## src/sv/pvss_pkg.sv

```systemverilog
// Shared types, codes and constants of the PV/PSU source selector.
package pvss_pkg;

  localparam int unsigned MV_W      = 16;
  localparam int unsigned CFG_IDX_W = 3;
  localparam int unsigned CNT_W     = 6;
  // product magnitude and divider widths
  localparam int unsigned PROD_W    = 2 * MV_W;
  localparam int unsigned DIVD_W    = PROD_W + 2;
  localparam int unsigned DVSR_W    = MV_W + 1;
  localparam int unsigned SUM_W     = DIVD_W + 2;

  localparam logic [CNT_W-1:0] MUL_STEPS = CNT_W'(MV_W);
  localparam logic [CNT_W-1:0] DIV_STEPS = CNT_W'(DIVD_W);

  // 10 V on the rail seen through the 12 / 2.1 divider
  localparam logic [MV_W-1:0] RAIL_LIMIT_MV = 16'd1750;

  localparam logic [1:0] MODE_AUTO   = 2'd0;
  localparam logic [1:0] MODE_PV_ON  = 2'd1;
  localparam logic [1:0] MODE_PV_OFF = 2'd2;

  localparam logic OP_TICK = 1'b0;
  localparam logic OP_INIT = 1'b1;

  typedef enum logic [CFG_IDX_W-1:0] {
    REG_SWITCH_ON,
    REG_SWITCH_OFF,
    REG_THRESH_KNOWN,
    REG_PV_MODE,
    REG_SENSOR_MIN,
    REG_SENSOR_MAX,
    REG_OUTPUT_MIN,
    REG_OUTPUT_MAX
  } cfg_reg_t;

  typedef enum logic [3:0] {
    EV_NONE,
    EV_DROP,
    EV_MAN_ON,
    EV_MAN_OFF,
    EV_AUTO_ON,
    EV_AUTO_OFF,
    EV_INIT_PV,
    EV_INIT_PSU,
    EV_INIT_NONE
  } event_t;

  typedef enum logic [2:0] {
    ST_IDLE,
    ST_MUL,
    ST_PREP,
    ST_DIV,
    ST_LVL,
    ST_DECIDE,
    ST_SEND0,
    ST_SEND1
  } state_t;

  typedef struct packed {
    logic battery_led;
    logic psu_led;
    logic pv_relay_open;
    logic psu_relay_open;
  } relay_lamp_t;

  localparam relay_lamp_t RL_OVERLAP = '{battery_led: 1'b1, psu_led: 1'b1,
                                         pv_relay_open: 1'b0, psu_relay_open: 1'b0};
  localparam relay_lamp_t RL_PV      = '{battery_led: 1'b1, psu_led: 1'b0,
                                         pv_relay_open: 1'b0, psu_relay_open: 1'b1};
  localparam relay_lamp_t RL_PSU     = '{battery_led: 1'b0, psu_led: 1'b1,
                                         pv_relay_open: 1'b1, psu_relay_open: 1'b0};

  typedef struct packed {
    relay_lamp_t rl;
    logic        pv_selected;
    event_t      ev;
    logic        last;
  } result_t;

endpackage

```

## src/sv/pv_psu_source_selector.sv

```systemverilog
// Top level of the PV/PSU source selector: PV mapping datapath, decision and output stage.

// One word in gives one or two words out. A word whose PV reading is mapped (sensor
// ready, both mapping maxima nonzero, distinct sensor bounds) goes from accept to its
// first result word on the port through the bit-serial shift-add multiplier, a step
// to form the rounded dividend, the restoring divider (one quotient bit a cycle), a
// step to add the output minimum and saturate, a step to decide and a step to load the
// output register. Any other word passes only the decide and load steps. A new word is
// accepted once the previous one has handed its last result to the output register,
// which can still wait for the sink. A switch of source gives an overlap word (both
// NC relays closed, both lamps on, old source) and then the final word with last set;
// otherwise a single word with the held relay and lamp state. in_ready and cfg_ready
// stay low during reset. Configuration writes are taken in any cycle out of reset
// (cfg_ready is high whenever rst is low) and belong to idle periods only.
module pv_psu_source_selector (
  input  logic                            clk,
  input  logic                            rst,
  // input words
  input  logic                            in_valid,
  output logic                            in_ready,
  input  logic                            operation,
  input  logic [pvss_pkg::MV_W-1:0]       common_sense_mv,
  input  logic                            common_valid,
  input  logic [pvss_pkg::MV_W-1:0]       psu_sense_mv,
  input  logic                            psu_valid,
  input  logic [pvss_pkg::MV_W-1:0]       pv_sense_raw,
  input  logic                            pv_ready,
  // result words
  output logic                            out_valid,
  input  logic                            out_ready,
  output logic                            psu_relay_open,
  output logic                            pv_relay_open,
  output logic                            psu_led,
  output logic                            battery_led,
  output logic                            pv_selected,
  output logic [3:0]                      event_res,
  output logic [pvss_pkg::MV_W-1:0]       pv_level_mv,
  output logic                            pv_level_known,
  output logic                            last,
  // configuration writes
  input  logic                            cfg_valid,
  output logic                            cfg_ready,
  input  logic [pvss_pkg::CFG_IDX_W-1:0]  cfg_index,
  input  logic [pvss_pkg::MV_W-1:0]       cfg_data
);

  localparam int unsigned W = pvss_pkg::MV_W;

  // configuration registers
  logic [W-1:0] switch_on_mv, switch_off_mv;
  logic [1:0]   threshold_known, pv_mode;
  logic [W-1:0] sensor_min, sensor_max, output_min, output_max;

  // selector state
  pvss_pkg::state_t      state, state_next;
  logic                  pv_source;
  logic [W-1:0]          pv_level;
  logic                  level_known;
  pvss_pkg::relay_lamp_t relay_lamp;

  // latched input word
  logic         op_q, cval_q, pval_q;
  logic [W-1:0] cmv_q, pmv_q;

  // serial mapping datapath
  logic [pvss_pkg::CNT_W-1:0]  cnt;
  logic [W-1:0]                mcand;
  logic [pvss_pkg::PROD_W:0]   prod;
  logic [W-1:0]                dvs;
  logic                        neg;
  logic [pvss_pkg::DIVD_W-1:0] divd;
  logic [pvss_pkg::DVSR_W-1:0] rem;

  // pending results and output register
  pvss_pkg::result_t res0, res1;
  logic              two_words;
  pvss_pkg::result_t out_word;
  logic [W-1:0]      out_level;
  logic              out_known;
  logic              out_load;

  // decision
  logic              dec_switch, dec_target;
  pvss_pkg::event_t  dec_ev;

  function automatic logic [W-1:0] mag(input logic [W:0] d);
    logic [W:0] n;
    n = -d;
    return d[W] ? n[W-1:0] : d[W-1:0];
  endfunction

  // signed differences of the mapping, taken at accept
  logic [W:0] d_raw, d_out, d_sen;
  logic       map_go, sen_equal, accept;

  assign d_raw     = {1'b0, pv_sense_raw} - {1'b0, sensor_min};
  assign d_out     = {1'b0, output_max} - {1'b0, output_min};
  assign d_sen     = {1'b0, sensor_max} - {1'b0, sensor_min};
  assign map_go    = pv_ready && (sensor_max != '0) && (output_max != '0);
  assign sen_equal = (sensor_max == sensor_min);
  assign accept    = in_valid && in_ready;
  assign cfg_ready = !rst;

  // multiplier step: add the multiplicand into the high half when the low bit is set
  logic [W+1:0] mul_sum;
  assign mul_sum = {1'b0, prod[pvss_pkg::PROD_W:W]} + {2'b0, mcand};

  // divider step
  logic [pvss_pkg::DVSR_W:0]   div_sh;
  logic [pvss_pkg::DVSR_W-1:0] dvsr;
  logic                        div_fit;
  assign dvsr    = {dvs, 1'b0};
  assign div_sh  = {rem, divd[pvss_pkg::DIVD_W-1]};
  assign div_fit = div_sh >= {1'b0, dvsr};

  // output minimum plus signed quotient, then saturate to 16 bits
  logic [pvss_pkg::SUM_W-1:0] lvl_sum;
  logic [W-1:0]               lvl_sat;
  always_comb begin
    if (neg) begin
      lvl_sum = {{(pvss_pkg::SUM_W-W){1'b0}}, output_min} - {2'b0, divd};
    end else begin
      lvl_sum = {{(pvss_pkg::SUM_W-W){1'b0}}, output_min} + {2'b0, divd};
    end
    if (lvl_sum[pvss_pkg::SUM_W-1]) begin
      lvl_sat = '0;
    end else if (lvl_sum[pvss_pkg::SUM_W-2:W] != '0) begin
      lvl_sat = '1;
    end else begin
      lvl_sat = lvl_sum[W-1:0];
    end
  end

  // source decision on the latched word and the updated PV level
  always_comb begin
    logic on_known, off_known, pv_ok, common_ok, psu_ok, drop;
    on_known   = threshold_known[0];
    off_known  = threshold_known[1];
    pv_ok      = !off_known || (level_known && (pv_level >= switch_off_mv));
    common_ok  = cval_q && (cmv_q >= pvss_pkg::RAIL_LIMIT_MV);
    psu_ok     = pval_q && (pmv_q >= pvss_pkg::RAIL_LIMIT_MV);
    drop       = !cval_q || (cmv_q <= pvss_pkg::RAIL_LIMIT_MV);
    dec_switch = 1'b0;
    dec_target = 1'b0;
    dec_ev     = pvss_pkg::EV_NONE;
    if (op_q == pvss_pkg::OP_INIT) begin
      if (on_known && pv_ok && common_ok) begin
        dec_switch = 1'b1;
        dec_target = 1'b1;
        dec_ev     = pvss_pkg::EV_INIT_PV;
      end else if (psu_ok) begin
        dec_switch = 1'b1;
        dec_ev     = pvss_pkg::EV_INIT_PSU;
      end else begin
        dec_ev     = pvss_pkg::EV_INIT_NONE;
      end
    end else if (drop) begin
      if (pv_source) begin
        dec_switch = 1'b1;
        dec_ev     = pvss_pkg::EV_DROP;
      end
    end else if (pv_mode != pvss_pkg::MODE_AUTO) begin
      if (!pv_source && (pv_mode == pvss_pkg::MODE_PV_ON)) begin
        dec_switch = 1'b1;
        dec_target = 1'b1;
        dec_ev     = pvss_pkg::EV_MAN_ON;
      end else if (pv_source && (pv_mode == pvss_pkg::MODE_PV_OFF)) begin
        dec_switch = 1'b1;
        dec_ev     = pvss_pkg::EV_MAN_OFF;
      end
    end else if (level_known) begin
      if (!pv_source && on_known && (pv_level >= switch_on_mv)) begin
        dec_switch = 1'b1;
        dec_target = 1'b1;
        dec_ev     = pvss_pkg::EV_AUTO_ON;
      end else if (pv_source && off_known && (pv_level <= switch_off_mv)) begin
        dec_switch = 1'b1;
        dec_ev     = pvss_pkg::EV_AUTO_OFF;
      end
    end
  end

  // state register
  always_ff @(posedge clk) begin
    if (rst) begin
      state <= pvss_pkg::ST_IDLE;
    end else begin
      state <= state_next;
    end
  end

  // next state and handshake
  always_comb begin
    state_next = state;
    in_ready   = 1'b0;
    out_load   = 1'b0;
    unique case (state)
      pvss_pkg::ST_IDLE: begin
        in_ready = !rst;
        if (in_valid) begin
          if (map_go && !sen_equal) begin
            state_next = pvss_pkg::ST_MUL;
          end else begin
            state_next = pvss_pkg::ST_DECIDE;
          end
        end
      end
      pvss_pkg::ST_MUL: begin
        if (cnt == pvss_pkg::MUL_STEPS - 1'b1) begin
          state_next = pvss_pkg::ST_PREP;
        end
      end
      pvss_pkg::ST_PREP: state_next = pvss_pkg::ST_DIV;
      pvss_pkg::ST_DIV: begin
        if (cnt == pvss_pkg::DIV_STEPS - 1'b1) begin
          state_next = pvss_pkg::ST_LVL;
        end
      end
      pvss_pkg::ST_LVL:    state_next = pvss_pkg::ST_DECIDE;
      pvss_pkg::ST_DECIDE: state_next = pvss_pkg::ST_SEND0;
      pvss_pkg::ST_SEND0: begin
        out_load = !out_valid || out_ready;
        if (out_load) begin
          state_next = two_words ? pvss_pkg::ST_SEND1 : pvss_pkg::ST_IDLE;
        end
      end
      pvss_pkg::ST_SEND1: begin
        out_load = !out_valid || out_ready;
        if (out_load) begin
          state_next = pvss_pkg::ST_IDLE;
        end
      end
    endcase
  end

  // configuration registers
  always_ff @(posedge clk) begin
    if (rst) begin
      switch_on_mv    <= '0;
      switch_off_mv   <= '0;
      threshold_known <= '0;
      pv_mode         <= '0;
      sensor_min      <= '0;
      sensor_max      <= '0;
      output_min      <= '0;
      output_max      <= '0;
    end else if (cfg_valid && cfg_ready) begin
      unique case (cfg_index)
        pvss_pkg::REG_SWITCH_ON:    switch_on_mv    <= cfg_data;
        pvss_pkg::REG_SWITCH_OFF:   switch_off_mv   <= cfg_data;
        pvss_pkg::REG_THRESH_KNOWN: threshold_known <= cfg_data[1:0];
        pvss_pkg::REG_PV_MODE:      pv_mode         <= cfg_data[1:0];
        pvss_pkg::REG_SENSOR_MIN:   sensor_min      <= cfg_data;
        pvss_pkg::REG_SENSOR_MAX:   sensor_max      <= cfg_data;
        pvss_pkg::REG_OUTPUT_MIN:   output_min      <= cfg_data;
        pvss_pkg::REG_OUTPUT_MAX:   output_max      <= cfg_data;
      endcase
    end
  end

  // selector state: held PV level, source and relay/lamp drive
  always_ff @(posedge clk) begin
    if (rst) begin
      pv_source   <= 1'b0;
      pv_level    <= '0;
      level_known <= 1'b0;
      relay_lamp  <= pvss_pkg::RL_OVERLAP;
    end else begin
      if (accept && map_go && sen_equal) begin
        // equal sensor bounds map straight to the output minimum
        pv_level    <= output_min;
        level_known <= 1'b1;
      end
      if (state == pvss_pkg::ST_LVL) begin
        pv_level    <= lvl_sat;
        level_known <= 1'b1;
      end
      if ((state == pvss_pkg::ST_DECIDE) && dec_switch) begin
        pv_source  <= dec_target;
        relay_lamp <= dec_target ? pvss_pkg::RL_PV : pvss_pkg::RL_PSU;
      end
    end
  end

  // input latch and serial multiply / divide
  always_ff @(posedge clk) begin
    if (accept) begin
      op_q   <= operation;
      cmv_q  <= common_sense_mv;
      cval_q <= common_valid;
      pmv_q  <= psu_sense_mv;
      pval_q <= psu_valid;
      mcand  <= mag(d_raw);
      prod   <= {{(W+1){1'b0}}, mag(d_out)};
      dvs    <= mag(d_sen);
      neg    <= d_raw[W] ^ d_out[W] ^ d_sen[W];
      cnt    <= '0;
    end
    unique case (state)
      pvss_pkg::ST_MUL: begin
        // shift the product right, adding the multiplicand on a set multiplier bit
        if (prod[0]) begin
          prod <= {mul_sum, prod[W-1:1]};
        end else begin
          prod <= {1'b0, prod[pvss_pkg::PROD_W:1]};
        end
        cnt <= cnt + 1'b1;
      end
      pvss_pkg::ST_PREP: begin
        // round to nearest: (2|num| + |den|) / (2|den|)
        divd <= {1'b0, prod[pvss_pkg::PROD_W-1:0], 1'b0}
                + {{(pvss_pkg::DIVD_W-W){1'b0}}, dvs};
        rem  <= '0;
        cnt  <= '0;
      end
      pvss_pkg::ST_DIV: begin
        // one restoring step, quotient bit shifts in at the bottom
        if (div_fit) begin
          rem <= pvss_pkg::DVSR_W'(div_sh - {1'b0, dvsr});
        end else begin
          rem <= div_sh[pvss_pkg::DVSR_W-1:0];
        end
        divd <= {divd[pvss_pkg::DIVD_W-2:0], div_fit};
        cnt  <= cnt + 1'b1;
      end
      pvss_pkg::ST_DECIDE: begin
        if (dec_switch) begin
          res0      <= '{rl: pvss_pkg::RL_OVERLAP, pv_selected: pv_source,
                         ev: dec_ev, last: 1'b0};
          res1      <= '{rl: (dec_target ? pvss_pkg::RL_PV : pvss_pkg::RL_PSU),
                         pv_selected: dec_target, ev: dec_ev, last: 1'b1};
          two_words <= 1'b1;
        end else begin
          res0      <= '{rl: relay_lamp, pv_selected: pv_source,
                         ev: dec_ev, last: 1'b1};
          two_words <= 1'b0;
        end
      end
      default: begin
      end
    endcase
  end

  // output register: hold a word until the sink takes it
  always_ff @(posedge clk) begin
    if (rst) begin
      out_valid <= 1'b0;
    end else if (out_load) begin
      out_valid <= 1'b1;
    end else if (out_ready) begin
      out_valid <= 1'b0;
    end
  end

  always_ff @(posedge clk) begin
    if (out_load) begin
      out_word  <= (state == pvss_pkg::ST_SEND1) ? res1 : res0;
      out_level <= pv_level;
      out_known <= level_known;
    end
  end

  assign psu_relay_open = out_word.rl.psu_relay_open;
  assign pv_relay_open  = out_word.rl.pv_relay_open;
  assign psu_led        = out_word.rl.psu_led;
  assign battery_led    = out_word.rl.battery_led;
  assign pv_selected    = out_word.pv_selected;
  assign event_res      = out_word.ev;
  assign last           = out_word.last;
  assign pv_level_mv    = out_level;
  assign pv_level_known = out_known;

endmodule

```

## config.mk

```make
export PLATFORM = sky130hd
export DESIGN_NAME = pv_psu_source_selector
export DESIGN_NICKNAME = d
export VERILOG_FILES = /design/src/sv/pvss_pkg.sv /design/src/sv/pv_psu_source_selector.sv
export SDC_FILE = /design/constraint.sdc
export NUM_CORES = 1
export LEC_CHECK = 0
export BUFFER_PORTS_ARGS = -buffer_cell sky130_fd_sc_hd__buf_2
export CORE_ASPECT_RATIO = 1.2
export CORE_MARGIN = 2
export CORE_UTILIZATION = 25
export CTS_BUF_LIST = sky130_fd_sc_hd__clkbuf_4 sky130_fd_sc_hd__clkbuf_8
export DETAILED_ROUTE_END_ITERATION = 6
export GPL_TIMING_DRIVEN = 0
export REMOVE_ABC_BUFFERS = 1
export SLEW_MARGIN = 20
export SYNTH_ARGS = -nofsm -noshare
export SYNTH_HDL_FRONTEND = slang
export SYNTH_SLANG_ARGS = --single-unit
export TNS_END_PERCENT = 5
```

## constraint.sdc

```tcl
create_clock -name clk -period 6.8 [get_ports clk]
set_input_delay 0.68 -clock clk [delete_from_list [all_inputs] [get_ports clk]]
set_output_delay 0.68 -clock clk [all_outputs]
set_load 0.05 [all_outputs]
```

Word-level counts from Yosys, hierarchy flattened
Index checks and enable logic that the tools add are counted.
W data, S select, Z words.

cells by class
  equal/unequal tests = 24
  muxes and demuxes = 63
  reductions and logical operators = 51
  bitwise gates (word level) = 2
  $add $sub $neg = 12
  $lt $le $gt $ge = 7

operator list
  operator                count
  $mux W16                7
  $mux W33                3
  $pmux W34 S2            1
  $sub A16 B16 Y17        3
  $neg A16 Y16            3
  $mux W36                1
  $add A16 B34 Y35        1
  $sub A16 B34 Y35        1
  $add A33 B16 Y34        1
  $pmux W17 S2            1
  $ge A16 B11 Y1 const B  2
  $ge A16 B16 Y1          2
  $reduce_bool A16 Y1     2
  $mux W3                 10
  $mux W1                 27
  $eq A3 B3 Y1 const B    8
  $mux W4                 6
  $pmux W3 S8             1
  $logic_and A1 B1 Y1     19
  $reduce_bool A19 Y1     1
  $add A17 B16 Y18        1
  $ge A18 B17 Y1          1
  $reduce_and A2 Y1       9
  $mux W17                1
  other kinds (24)        47

word-level totals
  register bits after elaboration = 331
  output and inout bits = 30
  bits of input ports = 76
  logic and storage cells = 211

Longest topological paths before layout
Gate-level depths: netlist of run 1.

  word-level depth = 9
  mapped depth = 16
  depth with buffers taken out = 14

Least setup slack after synthesis of run 1
No wires, ideal clock.

  path kind = input -> register
  start = input rst
  end = register cmv_q[0] (enable)
  library setup time = 421 ps
  stages = 4
  setup slack = 2,275 ps
  required time = 6,379 ps
  path buffers = 1
  arrival time = 4,104 ps
  cell sequence = clkbuf_1 -> nor4_1 -> nand2_1 -> inv_1

on the way
  longest elaborated chain between the ends = 3

ends and longest elaborated chain
  what                    RTL line                       text
  start: declaration      pv_psu_source_selector.sv:17   input logic rst,
  $logic_not A1 Y1        pv_psu_source_selector.sv:199  in_ready = !rst;
  $mux W1                 pv_psu_source_selector.sv:197  unique case (state)
  net in_ready            pv_psu_source_selector.sv:20   output logic in_ready,
  $logic_and A1 B1 Y1     pv_psu_source_selector.sv:101  assign accept = in_valid && in_ready;
  net accept              pv_psu_source_selector.sv:94   logic map_go, sen_equal, accept;
  end signal: assignment  pv_psu_source_selector.sv:289  cmv_q <= common_sense_mv;
  end: declaration        pv_psu_source_selector.sv:63   logic [W-1:0] cmv_q, pmv_q;

The timed path passes the listed nets, and every way through them passes these cells.
A chain may end at the register's enable or synchronous reset.

Final worst setup path of run 1
  start = register output_min[0]
  end = register pv_level[9]

on the way
  longest elaborated chain between the ends = 6
  elaborated cells between the ends (all ways) = 7
  those cells by class = add/sub (2); mux (4); reduce/logical (1)

ends and longest elaborated chain
  what                                                  RTL line                                                      text
  start: declaration                                    pv_psu_source_selector.sv:52                                  logic [W-1:0] sensor_min, sensor_max, output_min, output_max;
  start signal: assignment                              pv_psu_source_selector.sv:255                                 pvss_pkg::REG_OUTPUT_MIN: output_min <= cfg_data;
  $add A16 B34 Y35 or $sub A16 B34 Y35 (tied branches)  pv_psu_source_selector.sv:123, pv_psu_source_selector.sv:121
  $mux W36 (*)                                          pv_psu_source_selector.sv:120                                 if (neg) begin
  $reduce_bool A19 Y1                                   pv_psu_source_selector.sv:127                                 end else if (lvl_sum[pvss_pkg::SUM_W-2:W] != '0) begin
  $mux W16                                              pv_psu_source_selector.sv:127
  $mux W16 (*)                                          pv_psu_source_selector.sv:125                                 if (lvl_sum[pvss_pkg::SUM_W-1]) begin
  $mux W16 (*)                                          pv_psu_source_selector.sv:274                                 if (state == pvss_pkg::ST_LVL) begin
  end signal: assignment                                pv_psu_source_selector.sv:271                                 pv_level <= output_min;
  end signal: assignment                                pv_psu_source_selector.sv:275                                 pv_level <= lvl_sat;
  end: declaration                                      pv_psu_source_selector.sv:57                                  logic [W-1:0] pv_level;

Every way passes the cells marked *; elsewhere a longest branch is shown, timed or not.

==> flow_summary.toml, run 1 <==
[placement]
dpl_cell_area_um2 = 23700
port_buffers = 104
place.gp.congestion = 0.880
pre_cts_slack_ns = 1.90
dp_hpwl_mm = 46.9

[clock_tree]
cts_sinks = 326
cts_tree = "done"
clkTransAtPathRegs_ns = 0.07
postCtsHoldBufs = 0
numCtsBuffers = 53
root_buffer = "clkbuf_8"
cts_htree_levels = 2
cts_resized = 0
clock_latency_ns = 0.67
post_cts_buffers = 0
cts_buffer_depth = 3

[hold_path]
worstHoldStart = "common_valid"
holdCritPathClass = "primary input to flop"

[setup_path]
slowest_delay_ns = 0.71
cp_top_family = "compound AO/OA/AOI/OAI gates"
path_class = "flop to flop"
cp-start-kind = "flop"
critPathBufInv = 1
cp_cell_sequence = "inv_1, ha_1, fa_1, nor2b_1, o211ai_1, a2111oi_0, o31ai_1, o311ai_0, o221ai_1, nor4_1, nand4_2, nor4_1, o22ai_1"
worstSetupStartpoint = "output_min[0]"
crit_top_cell = "nor4_1"
cpMaxStageDelayCell = "a2111oi_0"
crit_fanout = 16
cp.arrival_ns = 5.42
critPathRequiredTime_ns = 7.32
end_kind = "flop"
r2r-start = "output_min[0]"

[global_routing]
antenna_found_initial = 6
grt_max_degree = 94
grt_use_total_pct = 13.1
grt_overflow = 0
grt_pass1_wl_mm = 94.2
grt_pass1_vias = 17600

[power_and_ir_drop]
power_frac_clock_pct = 24.8
p_switching_mw = 3.14
peakVddDrop_mv = 0.170
swShare_pct = 38.5
p_per_area_nw_per_um2 = 327
comb_power_share_pct = 38.4
p_int_mw = 5.02
p_seq_share_pct = 36.8
p_leak_nw = 9.46

[cells_and_area]
fin_util_pct = 28.9
syn2layout_area_growth_pct = 14.4
largest_register_ff_count = 34
largest_register = "divd"
final_nets = 2804
top_regs = "divd: 34 flops, prod: 33 flops, rem: 17 flops"
fin_area_um2 = 25000
final.fill_count = 9176
layout-drive-gt1-share_pct = 10.8

[job]
cap_viol_max_count = 0

[routing]
via_per_inst = 4.78
via_count = 17900
wire_per_inst_um = 16.0
first_pass_iters = 5
wirelength_mm = 60.0
antenna_left = 0
drt_iter0_drc = 1062
drc_errors = 0

[sta]
fmax_ghz = 0.204
hold_viol = 0
slew_violations = 0
max_slew_margin_pct = 23.2
fin_crit_ns = 4.91
fin_setup_tns_ns = 0
max_slew.worst_pin.slew_ns = 1.14
whs_ns = 0.188
rsz0062_at_grt = "no"
finClkSkew_ns = 0.0276
finalSetupViolCount = 0
timing.final.crit_share_pct = 72.2
setup_ws_ns = 1.89

[synth]
yosys_most_used_dff = "edfxtp_1"
synth_cells = 2484
synth_edf_count = 201
yosysTopAreaCell = "edfxtp_1"
synth_seq_cells = 326
synth_top_cell_area_share_pct = 27.7
syn_area_per_cell_um2 = 8.79
synthTopCellsByArea = "edfxtp_1 28%, dfxtp_1 11%, ha_1 9.4%"
synth_cell_types = 83
async_reset_ff_share_pct = 0
ys_warn_count = 0
yosysSeqAreaShare_pct = 39.1
synthesis.area_um2 = 21800

[floorplan]
design.die.area_um2 = 89700
fp-row-count = 118
die_y_um = 328
pin_count = 106
initial_core_util_pct = 25.3
core_um2 = 86400
die_width_um = 274

[run_status]
status = "complete, no violations"
==> cells in the final DEF (no fill, tap or decap), types with 20 or more instances in the layout <==
cell	netlist	routed
o211ai_1	20	20
nand3_1	52	52
o21ai_0	114	113
nand2_1	325	323
xnor2_1	98	98
nand4_1	23	23
nand2b_1	26	25
clkbuf_8	0	59
ha_1	164	164
xor2_1	47	47
dfxtp_1	125	125
and3_1	38	38
mux2i_1	49	49
a21o_1	44	44
o21a_1	24	24
nor3_1	49	47
buf_2	7	103
nor4_1	25	25
nor2_1	212	211
a31oi_1	31	31
inv_1	177	176
nor2b_1	33	31
a211oi_1	23	23
a21oi_1	209	209
edfxtp_1	201	201
==> synthesized netlist by cell type, types with 9 or more instances <==
master    count
nor2_1      212
a211oi_1     23
ha_1        164
o21a_1       24
xor2_1       47
inv_1       177
nand2_1     325
o21bai_1     12
or4_1         9
o22ai_1      19
nor4_2       10
a21oi_1     209
or3_1        16
a211o_1      11
nor3_1       49
o21ai_0     114
nand3_1      52
mux2i_1      49
nor2b_1      33
dfxtp_1     125
nor4_1       25
a21o_1       44
a31oi_1      31
o31ai_1      18
xnor2_1      98
and3_1       38
edfxtp_1    201
nand4_1      23
nand2b_1     26
and2_1       16
mux2_2        9
o211ai_1     20
clkbuf_1     88
or2_2        13
==> final cells by class <==
| class | count | area [um^2] | share of cell area [%] |
|---|---|---|---|
| Antenna cell | 3 | 7.51 | 0.0301 |
| Clock buffer | 68 | 880 | 3.52 |
| Clock inverter | 32 | 360 | 1.44 |
| Inverter | 178 | 671 | 2.69 |
| Multi-Input combinational cell | 1874 | 12300 | 49.1 |
| Sequential cell | 326 | 8540 | 34.2 |
| Tap cell | 1140 | 1430 | 5.71 |
| Timing Repair Buffer | 123 | 830 | 3.32 |
==> through the flow <==
step	total power, mW	instances
floorplan	5.24	2378
global placement	6.06	3622
detailed placement	6.17	3641
CTS	8.23	3741
global route	8.73	3744
finish	8.16	3744
==> cells by family after synthesis <==
kind of cell,count (synthesis),share of synthesized area (%)
AND/OR/NAND/NOR,878,19.2
AO/OA/AOI/OAI,620,18.0
flip-flops,326,39.1
buffers and inverters,284,5.04
adder cells (fa/ha/maj),172,10.1
XOR/XNOR,145,5.82
multiplexers,59,2.76
==> layer usage <==
layer  share of wire [%]  global-route usage (%)  up-vias
met5               0.038                       0        -
met2                  50                    23.4      373
li1                    -                       -     9066
met4                 3.9                    5.62        4
met3                 4.4                    1.94      118
met1                  42                    15.5     8345
==> path summary, 6_finish.rpt <==
check        depth (start not counted)  slack (ns)               end
max                                 13        1.89       pv_level[9]
min                                  1        0.19            cval_q
max reg2reg                         13        1.89       pv_level[9]
min reg2reg                          2        0.45  switch_off_mv[8]
==> power by group through the flow <==
stage	sequential, mW	combinational, mW	clock, mW
detailed placement	3.04	3.13	0
CTS	3.00	3.15	2.08
floorplan	2.98	2.26	0
finish	3.00	3.13	2.03
global placement	3.07	2.99	0
global route	3.05	3.51	2.16
==> worst register-to-register path: stages, from the launching register on <==
cell,delay [ns]
dfxtp_1,0.44
inv_1,0.07
ha_1,0.22
fa_1,0.39
nor2b_1,0.23
o211ai_1,0.13
a2111oi_0,0.71
o31ai_1,0.38
o311ai_0,0.42
o221ai_1,0.18
nor4_1,0.42
nand4_2,0.56
nor4_1,0.49
o22ai_1,0.11
No activity file was read; power rests on OpenSTA's default activity.
==> run 2, diff against run 1 <==
Clock period 6.8 ns to 4.7 ns, I/O delays scaled along.
==> flow_summary.toml, run 2 (synthesized netlist as in run 1, its figures left out) <==
[run_status]
status = "complete, no violations"

[power_and_ir_drop]
peakVddDrop_mv = 0.247
p_leak_nw = 9.62
finalPower_mw = 11.8
p_per_area_nw_per_um2 = 467

[clock_tree]
cts_buffer_depth = 3
clkTransAtPathRegs_ns = 0.06
cts_tree = "done"
clock_latency_ns = 0.67
numCtsBuffers = 53
root_buffer = "clkbuf_8"
cts_sinks = 326
cts_htree_levels = 2

[global_routing]
grt_use_total_pct = 13.2
grt_pass1_wl_mm = 95.2
grt_max_degree = 94
grt_pass1_vias = 17800
antenna_found_initial = 6
grt_overflow = 0

[hold_path]
holdCritPathClass = "primary input to flop"

[setup_path]
crit_fanout = 16
critPathRequiredTime_ns = 5.22
cp.arrival_ns = 4.95
cp-start-kind = "flop"
path_class = "flop to flop"
end_kind = "flop"

[routing]
drc_errors = 0
wire_per_inst_um = 16.0
first_pass_iters = 5
antenna_left = 0
wirelength_mm = 60.6
via_count = 18100
drt_iter0_drc = 1138
via_per_inst = 4.78

[floorplan]
core_um2 = 86400
die_width_um = 274
fp-row-count = 118
design.die.area_um2 = 89700
die_y_um = 328
initial_core_util_pct = 25.3
pin_count = 106

[sta]
max_slew.worst_pin.slew_ns = 1.07
hold_viol = 0
max_slew_margin_pct = 28.0
finClkSkew_ns = 0.0274
fin_crit_ns = 4.44
finalSetupViolCount = 0
fin_setup_tns_ns = 0
rsz0062_at_grt = "no"
slew_violations = 0
fmax_ghz = 0.225
timing.final.crit_share_pct = 94.4

[cells_and_area]
fin_util_pct = 29.4
layout-drive-gt1-share_pct = 10.8
layout_commonest_cell = "nand2_1"
final_nets = 2839
largest_register_ff_count = 34
final.fill_count = 9148
final_cell_mix = "323 x nand2_1, 211 x nor2_1, 209 x a21oi_1"
syn2layout_area_growth_pct = 16.2
top_regs = "divd: 34 flops, prod: 33 flops, rem: 17 flops"
largest_register = "divd"
stdcell_count = 3780

[placement]
dpl.cell_count = 3641
place.gp.congestion = 0.880
dp_hpwl_mm = 46.9
port_buffers = 104

[job]
cap_viol_max_count = 0
## run 2: layer usage
| layer | vias up | GRT usage (%) | share of wire, % |
|---|---|---|---|
| met5 | - | 0 | 0.038 |
| met4 | 4 | 5.73 | 3.9 |
| met3 | 120 | 1.94 | 3.9 |
| met2 | 348 | 23.7 | 50 |
| met1 | 8442 | 15.7 | 42 |
| li1 | 9139 | - | - |
## run 2: area by class of cell
type                       count  area [um^2]  share of cell area (%)
sequential                   326         8540                    33.7
multi-input combinational   1874        12300                    48.4
inverter                     178          671                    2.64
clock buffer                  68          880                    3.47
timing repair buffer         158         1190                    4.69
clock inverter                32          360                    1.42
antenna                        4         10.0                  0.0395
tap                         1140         1430                    5.62
## run 2: power breakdown
group          switching [mW]  internal, mW
registers               0.524          3.82
logic                    2.73          1.84
clock network            1.30          1.63
## run 2: stage by stage
stage / hold slack [ns] / worst slack [ns] / cell area, um^2
global placement: 0.442 / -3.25 / 23300
CTS: 0.103 / 0.0172 / 25300
global route: 0.133 / 0.0649 / 25400
floorplan: 0.430 / -0.566 / 21400
detailed placement: 0.446 / -0.204 / 23700
finish: 0.162 / 0.263 / 25400
## run 2: final timing paths
| check | start | endpoint | slack, ns | cells after the start |
|---|---|---|---|---|
| max | output_min[0] | pv_level[9] | 0.26 | 14 |
| min | cfg_data[2] | switch_on_mv[2] | 0.16 | 3 |
| min reg2reg | switch_off_mv[8] | switch_off_mv[8] | 0.45 | 2 |
| max reg2reg | output_min[0] | pv_level[9] | 0.26 | 14 |
## run 2: timing repair
item | 4_1_cts | 5_1_grt
gates resized for setup | 3 | 4
setup buffers | 0 | 1
hold buffers | 34 | 0
setup endpoints to repair | 15 | 15
endpoints found under the hold margin | 34 | 0
pin swaps | 0 | 1
## run 2: critical path: stages (launching register included)
cell and delay (ns):
dfxtp_1 0.44, inv_1 0.07, ha_1 0.22, fa_1 0.39, nor2b_1 0.23, o211ai_1 0.13
a2111oi_1 0.59, o31ai_1 0.36, o311ai_0 0.43, o221ai_1 0.22, nor4_2 0.44, nand4_4 0.15
buf_12 0.19, nor4_1 0.30, o22ai_1 0.11
